$ cat config.mk
export PLATFORM = sky130hd
export DESIGN_NAME = delta_list_task_scheduler_flat
export DESIGN_NICKNAME = d
export VERILOG_FILES = /design/src/hw/rtl/dlts_pkg.sv /design/src/hw/rtl/dlts_if.sv /design/src/hw/rtl/dlts_div.sv /design/src/hw/rtl/delta_list_task_scheduler.sv /design/src/flat_wrapper.sv
export VERILOG_INCLUDE_DIRS = /design/src /design/src/hw/rtl
export SDC_FILE = /design/constraint.sdc
export NUM_CORES = 2
export LEC_CHECK = 0
export ABC_AREA = 1
export BUFFER_PORTS_ARGS = -buffer_cell sky130_fd_sc_hd__clkbuf_2
export CORE_MARGIN = 2
export CORE_UTILIZATION = 40
export DETAILED_ROUTE_END_ITERATION = 10
export PLACE_DENSITY = 0.52
export SYNTH_ARGS = -nofsm -noshare
export SYNTH_HDL_FRONTEND = slang
export SYNTH_SLANG_ARGS = --single-unit
$ cat constraint.sdc
create_clock -name i_clk -period 8.4 [get_ports i_clk]
set_clock_uncertainty 0.05 [all_clocks]
set_input_delay 1.68 -clock i_clk [delete_from_list [all_inputs] [get_ports i_clk]]
set_output_delay 1.68 -clock i_clk [all_outputs]
set_load 0.02 [all_outputs]
$ cat src/hw/rtl/assert_macros.svh
// ----------------------------------------------------------------------------
// assertion macros
// concurrent checks on the rising clock edge, with an active-low reset
// ----------------------------------------------------------------------------
`ifndef ASSERT_MACROS_SVH
`define ASSERT_MACROS_SVH

`ifndef ASSERT_OFF

// property must hold at every edge outside reset
`define ASSERT_PROP(lbl, clk, rst_n, prop, msg) \
    lbl: assert property (@(posedge clk) disable iff (!rst_n) prop) else $error(msg);

// expression must never be true outside reset
`define ASSERT_NEVER(lbl, clk, rst_n, expr, msg) \
    `ASSERT_PROP(lbl, clk, rst_n, !(expr), msg)

`else

`define ASSERT_PROP(lbl, clk, rst_n, prop, msg)
`define ASSERT_NEVER(lbl, clk, rst_n, expr, msg)

`endif

`endif

$ cat src/hw/rtl/dlts_pkg.sv
// ----------------------------------------------------------------------------
// dlts_pkg
// shared widths, command and status codes and the list entry type
// ----------------------------------------------------------------------------
`default_nettype none

package dlts_pkg;

    localparam int DEF_MAX_ENTRIES = 16;
    localparam int DEF_TICK_MS     = 10;

    localparam int CMD_W  = 2;
    localparam int STAT_W = 2;
    localparam int TID_W  = 8;
    localparam int MS_W   = 32;
    localparam int DUE_W  = 8;
    localparam int CNT_W  = 5;

    typedef logic [CMD_W-1:0]  t_cmd;
    typedef logic [STAT_W-1:0] t_status;

    localparam t_cmd CMD_ADD      = 2'd0;
    localparam t_cmd CMD_TICK     = 2'd1;
    localparam t_cmd CMD_DISPATCH = 2'd2;

    localparam t_status ST_DONE = 2'd0;
    localparam t_status ST_FULL = 2'd1;
    localparam t_status ST_NONE = 2'd2;

    localparam logic [DUE_W-1:0] DUE_MAX = '1;

    typedef struct packed {
        logic [TID_W-1:0] task_id;
        logic [MS_W-1:0]  delta;
        logic [MS_W-1:0]  period;
        logic [DUE_W-1:0] due_count;
    } t_entry;

endpackage

`default_nettype wire

$ cat src/hw/rtl/dlts_if.sv
// ----------------------------------------------------------------------------
// dlts_if
// valid/ready channels for command beats and result beats
// ----------------------------------------------------------------------------
`default_nettype none

interface dlts_in_if;
    import dlts_pkg::*;

    logic             valid;
    logic             ready;
    t_cmd             command;
    logic [TID_W-1:0] task_id;
    logic [MS_W-1:0]  delay_ms;
    logic [MS_W-1:0]  period_ms;

    modport source (output valid, command, task_id, delay_ms, period_ms, input ready);
    modport sink   (input valid, command, task_id, delay_ms, period_ms, output ready);
endinterface

interface dlts_out_if;
    import dlts_pkg::*;

    logic             valid;
    logic             ready;
    t_status          status;
    logic [TID_W-1:0] run_task;
    logic [CNT_W-1:0] task_count;

    modport source (output valid, status, run_task, task_count, input ready);
    modport sink   (input valid, status, run_task, task_count, output ready);
endinterface

`default_nettype wire

$ cat src/hw/rtl/dlts_div.sv
// ----------------------------------------------------------------------------
// dlts_div
// two values divided by the tick length with one shared reciprocal multiplier
// ----------------------------------------------------------------------------
`default_nettype none

module dlts_div #(
    parameter int TICK_MS = dlts_pkg::DEF_TICK_MS
) (
    input  wire logic                      i_clk,
    input  wire logic                      i_rst_n,
    input  wire logic                      i_start,
    input  wire logic [dlts_pkg::MS_W-1:0] i_a,
    input  wire logic [dlts_pkg::MS_W-1:0] i_b,
    output logic                           o_done,
    output logic [dlts_pkg::MS_W-1:0]      o_qa,
    output logic [dlts_pkg::MS_W-1:0]      o_qb
);
    import dlts_pkg::*;

    localparam int PW  = 2 * MS_W;
    localparam int L   = $clog2(TICK_MS);
    localparam int SH1 = (L > 0) ? 1 : 0;
    localparam int SH2 = (L > 0) ? L - 1 : 0;
    // reciprocal less its implicit top bit, the fix-up below adds it back
    localparam logic [PW-1:0] MAGIC_W =
        (((PW'(1) << MS_W) * ((PW'(1) << L) - PW'(TICK_MS))) / PW'(TICK_MS)) + PW'(1);
    localparam logic [MS_W-1:0] MAGIC     = MAGIC_W[MS_W-1:0];
    localparam logic [1:0]      LAST_STEP = 2'd2;

    logic                 r_busy, n_busy;
    logic                 r_done, n_done;
    logic [1:0]           r_step, n_step;
    logic [1:0][MS_W-1:0] r_n, n_n;
    logic [1:0][MS_W-1:0] r_t, n_t;
    logic [1:0][MS_W-1:0] r_q, n_q;

    always_comb begin
        logic [PW-1:0]   prod;
        logic [MS_W-1:0] mul_in;
        logic [MS_W-1:0] diff;
        logic [MS_W:0]   acc;
        logic            lane;

        n_busy = r_busy;
        n_done = 1'b0;
        n_step = r_step;
        n_n    = r_n;
        n_t    = r_t;
        n_q    = r_q;
        // step 0 multiplies lane 0, step 1 lane 1 and finishes lane 0, step 2 finishes lane 1
        mul_in = r_n[r_step[0]];
        prod   = {{MS_W{1'b0}}, MAGIC} * {{MS_W{1'b0}}, mul_in};
        lane   = r_step[1];
        diff   = r_n[lane] - r_t[lane];
        acc    = {1'b0, r_t[lane]} + {1'b0, diff >> SH1};
        if (i_start) begin
            n_busy = 1'b1;
            n_step = '0;
            n_n[0] = i_a;
            n_n[1] = i_b;
        end else if (r_busy) begin
            if (r_step != LAST_STEP)
                n_t[r_step[0]] = prod[PW-1:MS_W];
            if (r_step != 2'd0)
                n_q[lane] = acc[MS_W-1:0] >> SH2;
            n_step = r_step + 2'd1;
            if (r_step == LAST_STEP) begin
                n_busy = 1'b0;
                n_done = 1'b1;
            end
        end
    end

    always_ff @(posedge i_clk) begin
        if (!i_rst_n) begin
            r_busy <= 1'b0;
            r_done <= 1'b0;
            r_step <= '0;
        end else begin
            r_busy <= n_busy;
            r_done <= n_done;
            r_step <= n_step;
        end
    end

    always_ff @(posedge i_clk) begin
        r_n <= n_n;
        r_t <= n_t;
        r_q <= n_q;
    end

    assign o_done = r_done;
    assign o_qa   = r_q[0];
    assign o_qb   = r_q[1];

endmodule

`default_nettype wire

$ cat src/hw/rtl/delta_list_task_scheduler.sv
// ----------------------------------------------------------------------------
// delta_list_task_scheduler
// timer queue of tasks kept as a delta list in one entry memory
// ----------------------------------------------------------------------------
// The list lives in a single-port-write, registered-read memory used as a
// ring: removing the head only moves the head pointer, an insert walks the
// ring one entry per cycle and then moves the later entries up one slot per
// cycle, read and write overlapped. One command beat is taken at a time and
// its result beat is held in an output register, so the next command is taken
// while a result still waits. An add converts delay and period to ticks with
// a shared reciprocal multiplier, and a dispatch of a periodic task inserts
// it again. Entries beyond the count are never used, so the memory needs no
// clearing after reset.
`default_nettype none
`include "assert_macros.svh"

module delta_list_task_scheduler #(
    parameter int MAX_ENTRIES = dlts_pkg::DEF_MAX_ENTRIES,
    parameter int TICK_MS     = dlts_pkg::DEF_TICK_MS
) (
    input  wire logic   i_clk,
    input  wire logic   i_rst_n,
    dlts_in_if.sink     i_in,
    dlts_out_if.source  o_out
);
    import dlts_pkg::*;

    localparam int AW = $clog2(MAX_ENTRIES);
    localparam int CW = $clog2(MAX_ENTRIES + 1);
    localparam logic [CW-1:0] FULL_COUNT = CW'(MAX_ENTRIES);

    typedef enum logic [6:0] {
        S_IDLE  = 7'b0000001,
        S_DIV   = 7'b0000010,
        S_HEAD  = 7'b0000100,
        S_INS   = 7'b0001000,
        S_WALK  = 7'b0010000,
        S_SHIFT = 7'b0100000,
        S_DONE  = 7'b1000000
    } t_state;

    // ring index of the entry at a given list position
    function automatic logic [AW-1:0] phys(input logic [AW-1:0] head,
                                           input logic [CW-1:0] off);
        logic [CW:0] s;
        s = (CW + 1)'(head) + (CW + 1)'(off);
        if (s >= (CW + 1)'(MAX_ENTRIES))
            s = s - (CW + 1)'(MAX_ENTRIES);
        return s[AW-1:0];
    endfunction

    t_state           r_state, n_state;
    logic [AW-1:0]    r_head, n_head;
    logic [CW-1:0]    r_total, n_total;
    t_cmd             r_cmd, n_cmd;
    t_entry           r_ins, n_ins;
    logic [CW-1:0]    r_pos, n_pos;
    logic [MS_W-1:0]  r_before, n_before;
    logic [CW-1:0]    r_moves, n_moves;
    logic [CW-1:0]    r_src, n_src;
    logic [CW-1:0]    r_dest, n_dest;
    logic             r_pend, n_pend;
    t_status          r_res_status, n_res_status;
    logic [TID_W-1:0] r_res_run, n_res_run;
    logic             r_ov, n_ov;
    t_status          r_o_status, n_o_status;
    logic [TID_W-1:0] r_o_run, n_o_run;
    logic [CNT_W-1:0] r_o_count, n_o_count;

    t_entry           r_mem [MAX_ENTRIES];
    t_entry           r_rd;
    logic [AW-1:0]    rd_addr;
    logic             wr_en;
    logic [AW-1:0]    wr_addr;
    t_entry           wr_data;

    logic             in_fire;
    logic             div_start;
    logic             div_done;
    logic [MS_W-1:0]  div_qa;
    logic [MS_W-1:0]  div_qb;

    dlts_div #(
        .TICK_MS (TICK_MS)
    ) u_div (
        .i_clk   (i_clk),
        .i_rst_n (i_rst_n),
        .i_start (div_start),
        .i_a     (i_in.delay_ms),
        .i_b     (i_in.period_ms),
        .o_done  (div_done),
        .o_qa    (div_qa),
        .o_qb    (div_qb)
    );

    assign in_fire = i_in.valid && i_in.ready;

    always_comb begin
        logic [MS_W:0] sum;
        t_entry        head;

        n_state      = r_state;
        n_head       = r_head;
        n_total      = r_total;
        n_cmd        = r_cmd;
        n_ins        = r_ins;
        n_pos        = r_pos;
        n_before     = r_before;
        n_moves      = r_moves;
        n_src        = r_src;
        n_dest       = r_dest;
        n_pend       = 1'b0;
        n_res_status = r_res_status;
        n_res_run    = r_res_run;
        rd_addr      = r_head;
        wr_en        = 1'b0;
        wr_addr      = r_head;
        wr_data      = r_ins;
        div_start    = 1'b0;
        head         = r_rd;
        sum          = {1'b0, r_before} + {1'b0, r_rd.delta};

        unique case (r_state)
            S_IDLE: begin
                if (in_fire) begin
                    n_cmd        = i_in.command;
                    n_ins        = '{task_id: i_in.task_id, delta: '0, period: '0,
                                     due_count: '0};
                    n_res_status = ST_NONE;
                    n_res_run    = '0;
                    n_state      = S_DONE;
                    unique case (i_in.command)
                        CMD_ADD: begin
                            if (r_total >= FULL_COUNT) begin
                                n_res_status = ST_FULL;
                            end else begin
                                div_start = 1'b1;
                                n_state   = S_DIV;
                            end
                        end
                        CMD_TICK, CMD_DISPATCH: begin
                            if (r_total != '0)
                                n_state = S_HEAD;
                        end
                        default: begin
                            n_state = S_DONE;
                        end
                    endcase
                end
            end
            S_DIV: begin
                if (div_done) begin
                    n_ins.delta  = div_qa;
                    n_ins.period = div_qb;
                    n_res_status = ST_DONE;
                    n_state      = S_INS;
                end
            end
            S_HEAD: begin
                n_state = S_DONE;
                if (r_cmd == CMD_TICK) begin
                    if (head.delta == '0) begin
                        if (head.due_count != DUE_MAX)
                            head.due_count = head.due_count + DUE_W'(1);
                        if (head.period != '0)
                            head.delta = head.period;
                    end else begin
                        head.delta = head.delta - MS_W'(1);
                    end
                    wr_en        = 1'b1;
                    wr_addr      = r_head;
                    wr_data      = head;
                    n_res_status = ST_DONE;
                end else if (head.due_count != '0) begin
                    n_res_status = ST_DONE;
                    n_res_run    = head.task_id;
                    n_head       = phys(r_head, CW'(1));
                    n_total      = r_total - CW'(1);
                    if (head.period != '0) begin
                        n_ins           = head;
                        n_ins.due_count = head.due_count - DUE_W'(1);
                        n_state         = S_INS;
                    end
                end
            end
            S_INS: begin
                rd_addr  = r_head;
                n_pos    = '0;
                n_before = '0;
                n_state  = S_WALK;
            end
            S_WALK: begin
                // next position is fetched while the current one is compared
                rd_addr = phys(r_head, r_pos + CW'(1));
                if (r_pos == r_total) begin
                    wr_en         = 1'b1;
                    wr_addr       = phys(r_head, r_total);
                    wr_data       = r_ins;
                    wr_data.delta = r_ins.delta - r_before;
                    n_total       = r_total + CW'(1);
                    n_state       = S_DONE;
                end else if ({1'b0, r_ins.delta} > sum) begin
                    n_before = sum[MS_W-1:0];
                    n_pos    = r_pos + CW'(1);
                end else begin
                    n_ins.delta = r_ins.delta - r_before;
                    n_moves     = r_total - r_pos;
                    n_src       = r_total - CW'(1);
                    n_state     = S_SHIFT;
                end
            end
            S_SHIFT: begin
                // read from the rear down, write one slot up in the following cycle
                if (r_moves != '0) begin
                    rd_addr = phys(r_head, r_src);
                    n_src   = r_src - CW'(1);
                    n_moves = r_moves - CW'(1);
                    n_dest  = r_src + CW'(1);
                    n_pend  = 1'b1;
                end
                if (r_pend) begin
                    wr_en   = 1'b1;
                    wr_addr = phys(r_head, r_dest);
                    wr_data = r_rd;
                    if (r_dest == r_pos + CW'(1))
                        wr_data.delta = r_rd.delta - r_ins.delta;
                end else if (r_moves == '0) begin
                    wr_en   = 1'b1;
                    wr_addr = phys(r_head, r_pos);
                    wr_data = r_ins;
                    n_total = r_total + CW'(1);
                    n_state = S_DONE;
                end
            end
            S_DONE: begin
                if (!r_ov || o_out.ready)
                    n_state = S_IDLE;
            end
            default: begin
                n_state = S_IDLE;
            end
        endcase
    end

    // output register
    always_comb begin
        n_ov       = r_ov && !o_out.ready;
        n_o_status = r_o_status;
        n_o_run    = r_o_run;
        n_o_count  = r_o_count;
        if (r_state == S_DONE && (!r_ov || o_out.ready)) begin
            n_ov       = 1'b1;
            n_o_status = r_res_status;
            n_o_run    = r_res_run;
            n_o_count  = CNT_W'(r_total);
        end
    end

    always_ff @(posedge i_clk) begin
        if (!i_rst_n) begin
            r_state <= S_IDLE;
            r_head  <= '0;
            r_total <= '0;
            r_pend  <= 1'b0;
            r_ov    <= 1'b0;
        end else begin
            r_state <= n_state;
            r_head  <= n_head;
            r_total <= n_total;
            r_pend  <= n_pend;
            r_ov    <= n_ov;
        end
    end

    always_ff @(posedge i_clk) begin
        r_cmd        <= n_cmd;
        r_ins        <= n_ins;
        r_pos        <= n_pos;
        r_before     <= n_before;
        r_moves      <= n_moves;
        r_src        <= n_src;
        r_dest       <= n_dest;
        r_res_status <= n_res_status;
        r_res_run    <= n_res_run;
        r_o_status   <= n_o_status;
        r_o_run      <= n_o_run;
        r_o_count    <= n_o_count;
    end

    // entry memory
    always_ff @(posedge i_clk) begin
        if (wr_en)
            r_mem[wr_addr] <= wr_data;
        r_rd <= r_mem[rd_addr];
    end

    assign i_in.ready       = (r_state == S_IDLE);
    assign o_out.valid      = r_ov;
    assign o_out.status     = r_o_status;
    assign o_out.run_task   = r_o_run;
    assign o_out.task_count = r_o_count;

    `ASSERT_NEVER(a_total_max, i_clk, i_rst_n, r_total > FULL_COUNT, "entry count beyond capacity")
    `ASSERT_PROP(a_walk_pos, i_clk, i_rst_n, (r_state == S_WALK) |-> (r_pos <= r_total), "walk ran past the list end")
    `ASSERT_PROP(a_div_state, i_clk, i_rst_n, div_done |-> (r_state == S_DIV), "divider finished outside an add")

endmodule

`default_nettype wire
$ cat src/flat_wrapper.sv
// flat-port wrapper written by rule: the top's interface ports become plain ports
module delta_list_task_scheduler_flat import dlts_pkg::*;
#(
    parameter int MAX_ENTRIES = dlts_pkg::DEF_MAX_ENTRIES,
    parameter int TICK_MS     = dlts_pkg::DEF_TICK_MS
)
  (i_clk, i_rst_n, i_in_valid, i_in_command, i_in_task_id, i_in_delay_ms, i_in_period_ms, i_in_ready, o_out_valid, o_out_status, o_out_run_task, o_out_task_count, o_out_ready);
  dlts_in_if i_in_i ();
  dlts_out_if o_out_i ();
  input  wire logic i_clk;
  input  wire logic i_rst_n;
  input wire logic [$bits(i_in_i.valid)-1:0] i_in_valid;
  input wire logic [$bits(i_in_i.command)-1:0] i_in_command;
  input wire logic [$bits(i_in_i.task_id)-1:0] i_in_task_id;
  input wire logic [$bits(i_in_i.delay_ms)-1:0] i_in_delay_ms;
  input wire logic [$bits(i_in_i.period_ms)-1:0] i_in_period_ms;
  output wire logic [$bits(i_in_i.ready)-1:0] i_in_ready;
  output wire logic [$bits(o_out_i.valid)-1:0] o_out_valid;
  output wire logic [$bits(o_out_i.status)-1:0] o_out_status;
  output wire logic [$bits(o_out_i.run_task)-1:0] o_out_run_task;
  output wire logic [$bits(o_out_i.task_count)-1:0] o_out_task_count;
  input wire logic [$bits(o_out_i.ready)-1:0] o_out_ready;
  assign i_in_i.valid = i_in_valid;
  assign i_in_i.command = i_in_command;
  assign i_in_i.task_id = i_in_task_id;
  assign i_in_i.delay_ms = i_in_delay_ms;
  assign i_in_i.period_ms = i_in_period_ms;
  assign i_in_ready = i_in_i.ready;
  assign o_out_valid = o_out_i.valid;
  assign o_out_status = o_out_i.status;
  assign o_out_run_task = o_out_i.run_task;
  assign o_out_task_count = o_out_i.task_count;
  assign o_out_i.ready = o_out_ready;
  delta_list_task_scheduler #(.MAX_ENTRIES(MAX_ENTRIES), .TICK_MS(TICK_MS)) u_core (.i_clk(i_clk), .i_rst_n(i_rst_n), .i_in(i_in_i), .o_out(o_out_i));
endmodule
* After elaboration in Yosys (flattened, before gate mapping) *
Memory sizes are Yosys's and may differ from the RTL's. A register that Yosys moved wholly into a read port is not among the register bits.
Index checks and enable logic that the tools add are counted.

operators by class
  reductions and logical operators = 40
  add/subtract/negate cells = 28
  equality and inequality tests = 30
  magnitude comparators = 12
  bitwise gates (word level) = 4
  $mul = 1
  multiplexer cells = 106

operator list
  kind                                                 number
  two-way mux 32 bit                                   15
  two-way mux 80 bit                                   6
  one-hot mux 80 bit (3 select lines)                  1
  bitwise mux 64 bit                                   2
  one-hot mux 32 bit (4 select lines)                  1
  one-hot mux 32 bit (3 select lines)                  1
  subtractor 32 bit                                    3
  two-way mux 7 bit                                    12
  two-way mux 72 bit                                   1
  two-way mux 5 bit                                    13
  demux 32 bit (select 1 bit)                          2
  two-way mux 64 bit                                   1
  one-hot mux 32 bit (2 select lines)                  1
  multiplier 31 x 32 -> 63 bit (first input constant)  1
  one-hot mux 7 bit (7 select lines)                   1
  one-hot mux 8 bit (2 select lines)                   3
  two-way mux 4 bit                                    10
  two-way mux 8 bit                                    5
  adder 32 x 32 -> 33 bit                              1
  greater-than comparator 32 x 33 -> 1 bit             1
  adder 32 x 31 -> 32 bit                              1
  zero test 32 bit                                     1
  nonzero test 32 bit                                  1
  subtractor 32 x 1 -> 32 bit (second input constant)  1
  other kinds (55)                                     136

storage, ports and cells
  logic and storage cells = 251
  bits in registers = 373
  memories kept = 1
  memory bits (writable) = 1280

memory list
  memory        depth  bits a word  read ports  clocked after memory_dff  wr ports  RTL line                         text
  u_core.r_mem  16     80           1           1                         1         delta_list_task_scheduler.sv:70  t_entry r_mem [MAX_ENTRIES];

* Depth between registers and ports, before layout *
  word-level depth = 7
  mapped depth = 35

* Hierarchy *
A second synthesis with hierarchy kept.

unflattened totals
  cells, all modules = 9425
  area total of the unflattened synthesis = 98973.7 µm²

modules (own cells, without submodules)
  module                     area each (µm²)  instances  cells an instance
  delta_list_task_scheduler  70936.8          1          6243
  dlts_div                   28036.9          1          3182

* Worst setup path before layout *
OpenSTA, ideal clock, no wires.

  kind = register -> register
  start = reg u_core.u_div.r_step[0]
  end = reg u_core.u_div.r_t[26] (netlist name), data pin
  data arrival time = 6.771 ns
  cell stages (with the launch flop) = 28
  setup time = 0.264 ns
  path buffers = 2
  clock period less this slack = 7.084 ns
  path slack = 1.316 ns
  cell sequence = dfxtp_1 clkbuf_1 inv_1 clkbuf_1 or2_2 o21ai_0 inv_1 ha_1 fa_1 fa_1 inv_1 fa_1 inv_1 fa_1 fa_1 fa_1 inv_1 fa_1 inv_1 ha_1 nand2_1 nor2_1 inv_1 nor4_1 nand3_1 nand3_1 a21oi_1 xnor2_1

on the way
  word-level cells in the longest chain between the ends = 5

RTL lines
  what                                                                                  RTL line        text
  start, declared                                                                       dlts_div.sv:33  logic [1:0] r_step, n_step;
  start signal, assigned                                                                dlts_div.sv:83  r_step <= n_step;
  parallel branches: the longest is 4 deep, another holds multiplier 31 x 32 -> 63 bit  -
  bitwise mux 64 bit (*)                                                                dlts_div.sv:64  n_t[r_step[0]] = prod[PW-1:MS_W];
  end signal, assigned                                                                  dlts_div.sv:89  r_t <= n_t;
  end, declared                                                                         dlts_div.sv:35  logic [1:0][MS_W-1:0] r_t, n_t;

Every way passes the cells marked *. The select of a mux whose other input is x is not followed.
A chain may end at the register's enable or synchronous reset.

* Final worst setup path *
  start = reg u_core.u_div.r_step[0]
  end = reg u_core.u_div.r_t[41] (netlist name), data pin

Same word-level chain as after synthesis.

==> summary.md <==
| Metric | Value |
|---|---|
| Post-Route Utilization | 44.5% |
| Clk buf depth | 3 |
| Layout area overhead | 10.8% |
| #FFs+latches synth | 1727 |
| CTS Buf Count | 184 |
| Synth Warn # | 0 |
| Post-DP HPWL | 248000 um |
| Min Hold Slack | 0.367 ns |
| CP max-delay cell | fa_1 |
| Hold path cells | 0 |
| Clock root buffer | clkbuf_16 |
| Worst setup path startpoint | u_core.u_div.r_step[0] |
| Final Instance Count excl. Fillers | 14000 |
| Placer Congestion | 0.986 |
| Synth cell types | 58 |
| DR iter-0 viols | 7230 |
| Cell taking the most area after synthesis | edfxtp_1 |
| Status | complete, no violations |
| First-pass GRT wire length | 520000 um |
| Initial antenna violation count | 8 |
| Number of H-tree levels | 4 |
| Crit Path Max Fanout | 18 |
| Mapped Area | 101000 um2 |
| Final hold vios | 0 |
| Share of cells above drive strength 1 | 6.48% |
| TritonCTS clock tree | built |
| Starting Density | 40.1% |
| # Max-Cap Violations | 0 |
| Antenna viol nets, final | 0 |
| Final setup fails | 0 |
| Top_reg_cell synth | edfxtp_1 |
| Multi-input gate area | 42300 um2 |
| DRC errors left | 0 |
| Synth top area cells | edfxtp_1 48%, nand2_1 10%, fa_1 7.9% |
| Critical Path AT | 8.71 ns |
| Largest net degree at the start of global routing | 165 |
| Mapped Nets | 11400 |
| Gr ovfl total | 0 |
| Number of flops mapped to enable cells by yosys | 1625 |
| Startpoint type of the worst setup path | flip-flop |
| Core Region | 251000 um2 |
| Vias in the first global route | 72700 |
| Cell depth of the worst flop-to-flop path | 28 |
| Max Clock Freq | 123 MHz |
| RSZ-0062 raised after global routing | no |
| FF-to-FF Start | u_core.u_div.r_step[0] |
| Hold crit path type | reg -> reg |
| Slew Limit Fails | 0 |
| Die height | 506 um |
| Count leader, synth | nand2_1 |
| Vias/cell | 5.33 |
| Placed insts | 13700 |
| Chip Width | 506 um |
| Worst Hold Launch | u_core.r_res_run[6] |
| Rows | 184 |
| Die area | 256000 um2 |
| Hold_buf cts | 0 |
| Synth top cells by count | 2672 x nand2_1, 1625 x edfxtp_1, 1620 x inv_1 |
| Req. time, crit path | 8.95 ns |
| I/O Buffers | 94 |
| Mean Syn Cell Area | 9.66 um2 |
| Largest stage delay on the critical path | 0.56 ns |
| Relative slew slack | 10.3% |
| Layout filler cell count | 24000 |
| Post-Syn Instances | 10400 |
| Worst setup EP type | flip-flop |
| Sequential Area | 50800 um2 |
| Worst-skew pair later-pin latency | 0.87 ns |
| Final net count | 11500 |
| Post-synthesis sequential area ratio | 50.5% |
| Reg clk slew, reported paths | 0.07 ns |
| Post-CTS Setup Bufs | 0 |
| Routed wire length | 364000 um |
| Worst Hold End | u_core.o_out.run_task[6] |
| Vias | 74600 |
| R2R setup slack | 0.24 ns |
| WL/cell | 25.9 um |
| Initial DRT Pass Iterations | 6 |
| Measured slew at the worst slew-check pin | 1.33 ns |
| Final worst-path cycle share | 97.1% |
| Critical path class | reg -> reg |
| Post-Route Setup TNS | 0 ns |
| Post-synth ARST share | 0% |
| Synth top area share | 48.5% |
| Io pins | 95 |
| Total Routing Usage GR | 28.0% |
| CTS sink count | 1727 |
| Min cycle time layout | 8.16 ns |
| R2R Path End | u_core.u_div.r_t[41] |
-- per-layer routing --
| layer | routed length [um] | vias up | GRT usage (%) |
|---|---|---|---|
| li1 | - | 34700 | - |
| met1 | 153000 | 37000 | 36.6 |
| met2 | 176000 | 2410 | 47.1 |
| met3 | 18300 | 584 | 3.28 |
| met4 | 16600 | 9 | 11.2 |
| met5 | 112 | - | 0 |
-- worst max path at each step --
stage	endpoint	slack, ns
floorplan	u_core.u_div.r_t[26]	1.32
global placement	u_core.u_div.r_t[37]	-0.14
detailed placement	u_core.u_div.r_t[37]	-0.15
CTS	u_core.u_div.r_t[5]	0.03
global route	u_core.u_div.r_t[9]	0.006
finish	u_core.u_div.r_t[41]	0.24
-- critical path: cells and delay by family, from the launching register on --
kind / cells / cell delay (ns)
and+or+nand+nor: 4 / 0.60
adders and majority gates: 9 / 4.30
DFF: 1 / 0.42
xor gates and xnor gates: 1 / 0.31
buffers and inverters: 9 / 1.02
AOI/OAI and AO/OA: 5 / 1.22
-- registers in the layout, summed over array words and instances, names as in the netlist, 7 cells and up --
signal                 count
u_core.u_div.r_t          64
u_core.r_mem            1280
u_core.u_div.r_n          64
u_core.r_ins              80
u_core.u_div.o_qb         29
u_core.r_before           32
u_core.r_rd               80
u_core.r_res_run           8
u_core.o_out.run_task      8
u_core.r_state             7
u_core.u_div.o_qa         29
-- cell usage in the layout (no fill, tap or decap), types with 120 or more instances in the layout --
master / Yosys / final
a21oi_1: 351 / 349
o211ai_1: 147 / 147
xor2_1: 127 / 126
nand3b_1: 120 / 120
nand3_1: 989 / 989
nor2_1: 499 / 472
edfxtp_1: 1625 / 1625
nand2_1: 2672 / 2667
o21ai_0: 332 / 312
buf_4: 13 / 128
inv_1: 1620 / 1615
clkbuf_16: 0 / 184
fa_1: 396 / 396
ha_1: 540 / 538
-- cell type report --
cell class	instances	share of cell area, %
well taps	3348	3.76
clock inverters	93	0.957
inverters	1634	5.53
multi-input cells	6708	37.9
flip-flops and latches	1727	45.6
clock buffers	249	4.47
diodes	4	0.00898
repair buffers	248	1.75
-- cell families after synthesis --
family	after synthesis	synth area share, %
xor gates and xnor gates	196	1.71
DFF	1727	50.5
and+or+nand+nor	4517	19.1
buffers and inverters	1984	7.72
AOI/OAI and AO/OA	1018	5.92
adders and majority gates	936	14.6
muxes	41	0.458
-- repair_timing --
action / 4_1_cts / 5_1_grt
resized for setup: 8 / 20
pin swaps: 0 / 0
setup endpoints to repair: 12 / 56
-- per-stage QoR --
stage | setup WS [ns] | cell area (um2)
global route | 0.00645 | 112000
detailed placement | -0.149 | 105000
global placement | -0.141 | 105000
floorplan | 1.32 | 101000
CTS | 0.0257 | 111000
finish | 0.244 | 112000
Power is left out: the tool's default activity adds up to more than one toggle a clock period on the data nets, which glitch-free logic cannot reach.
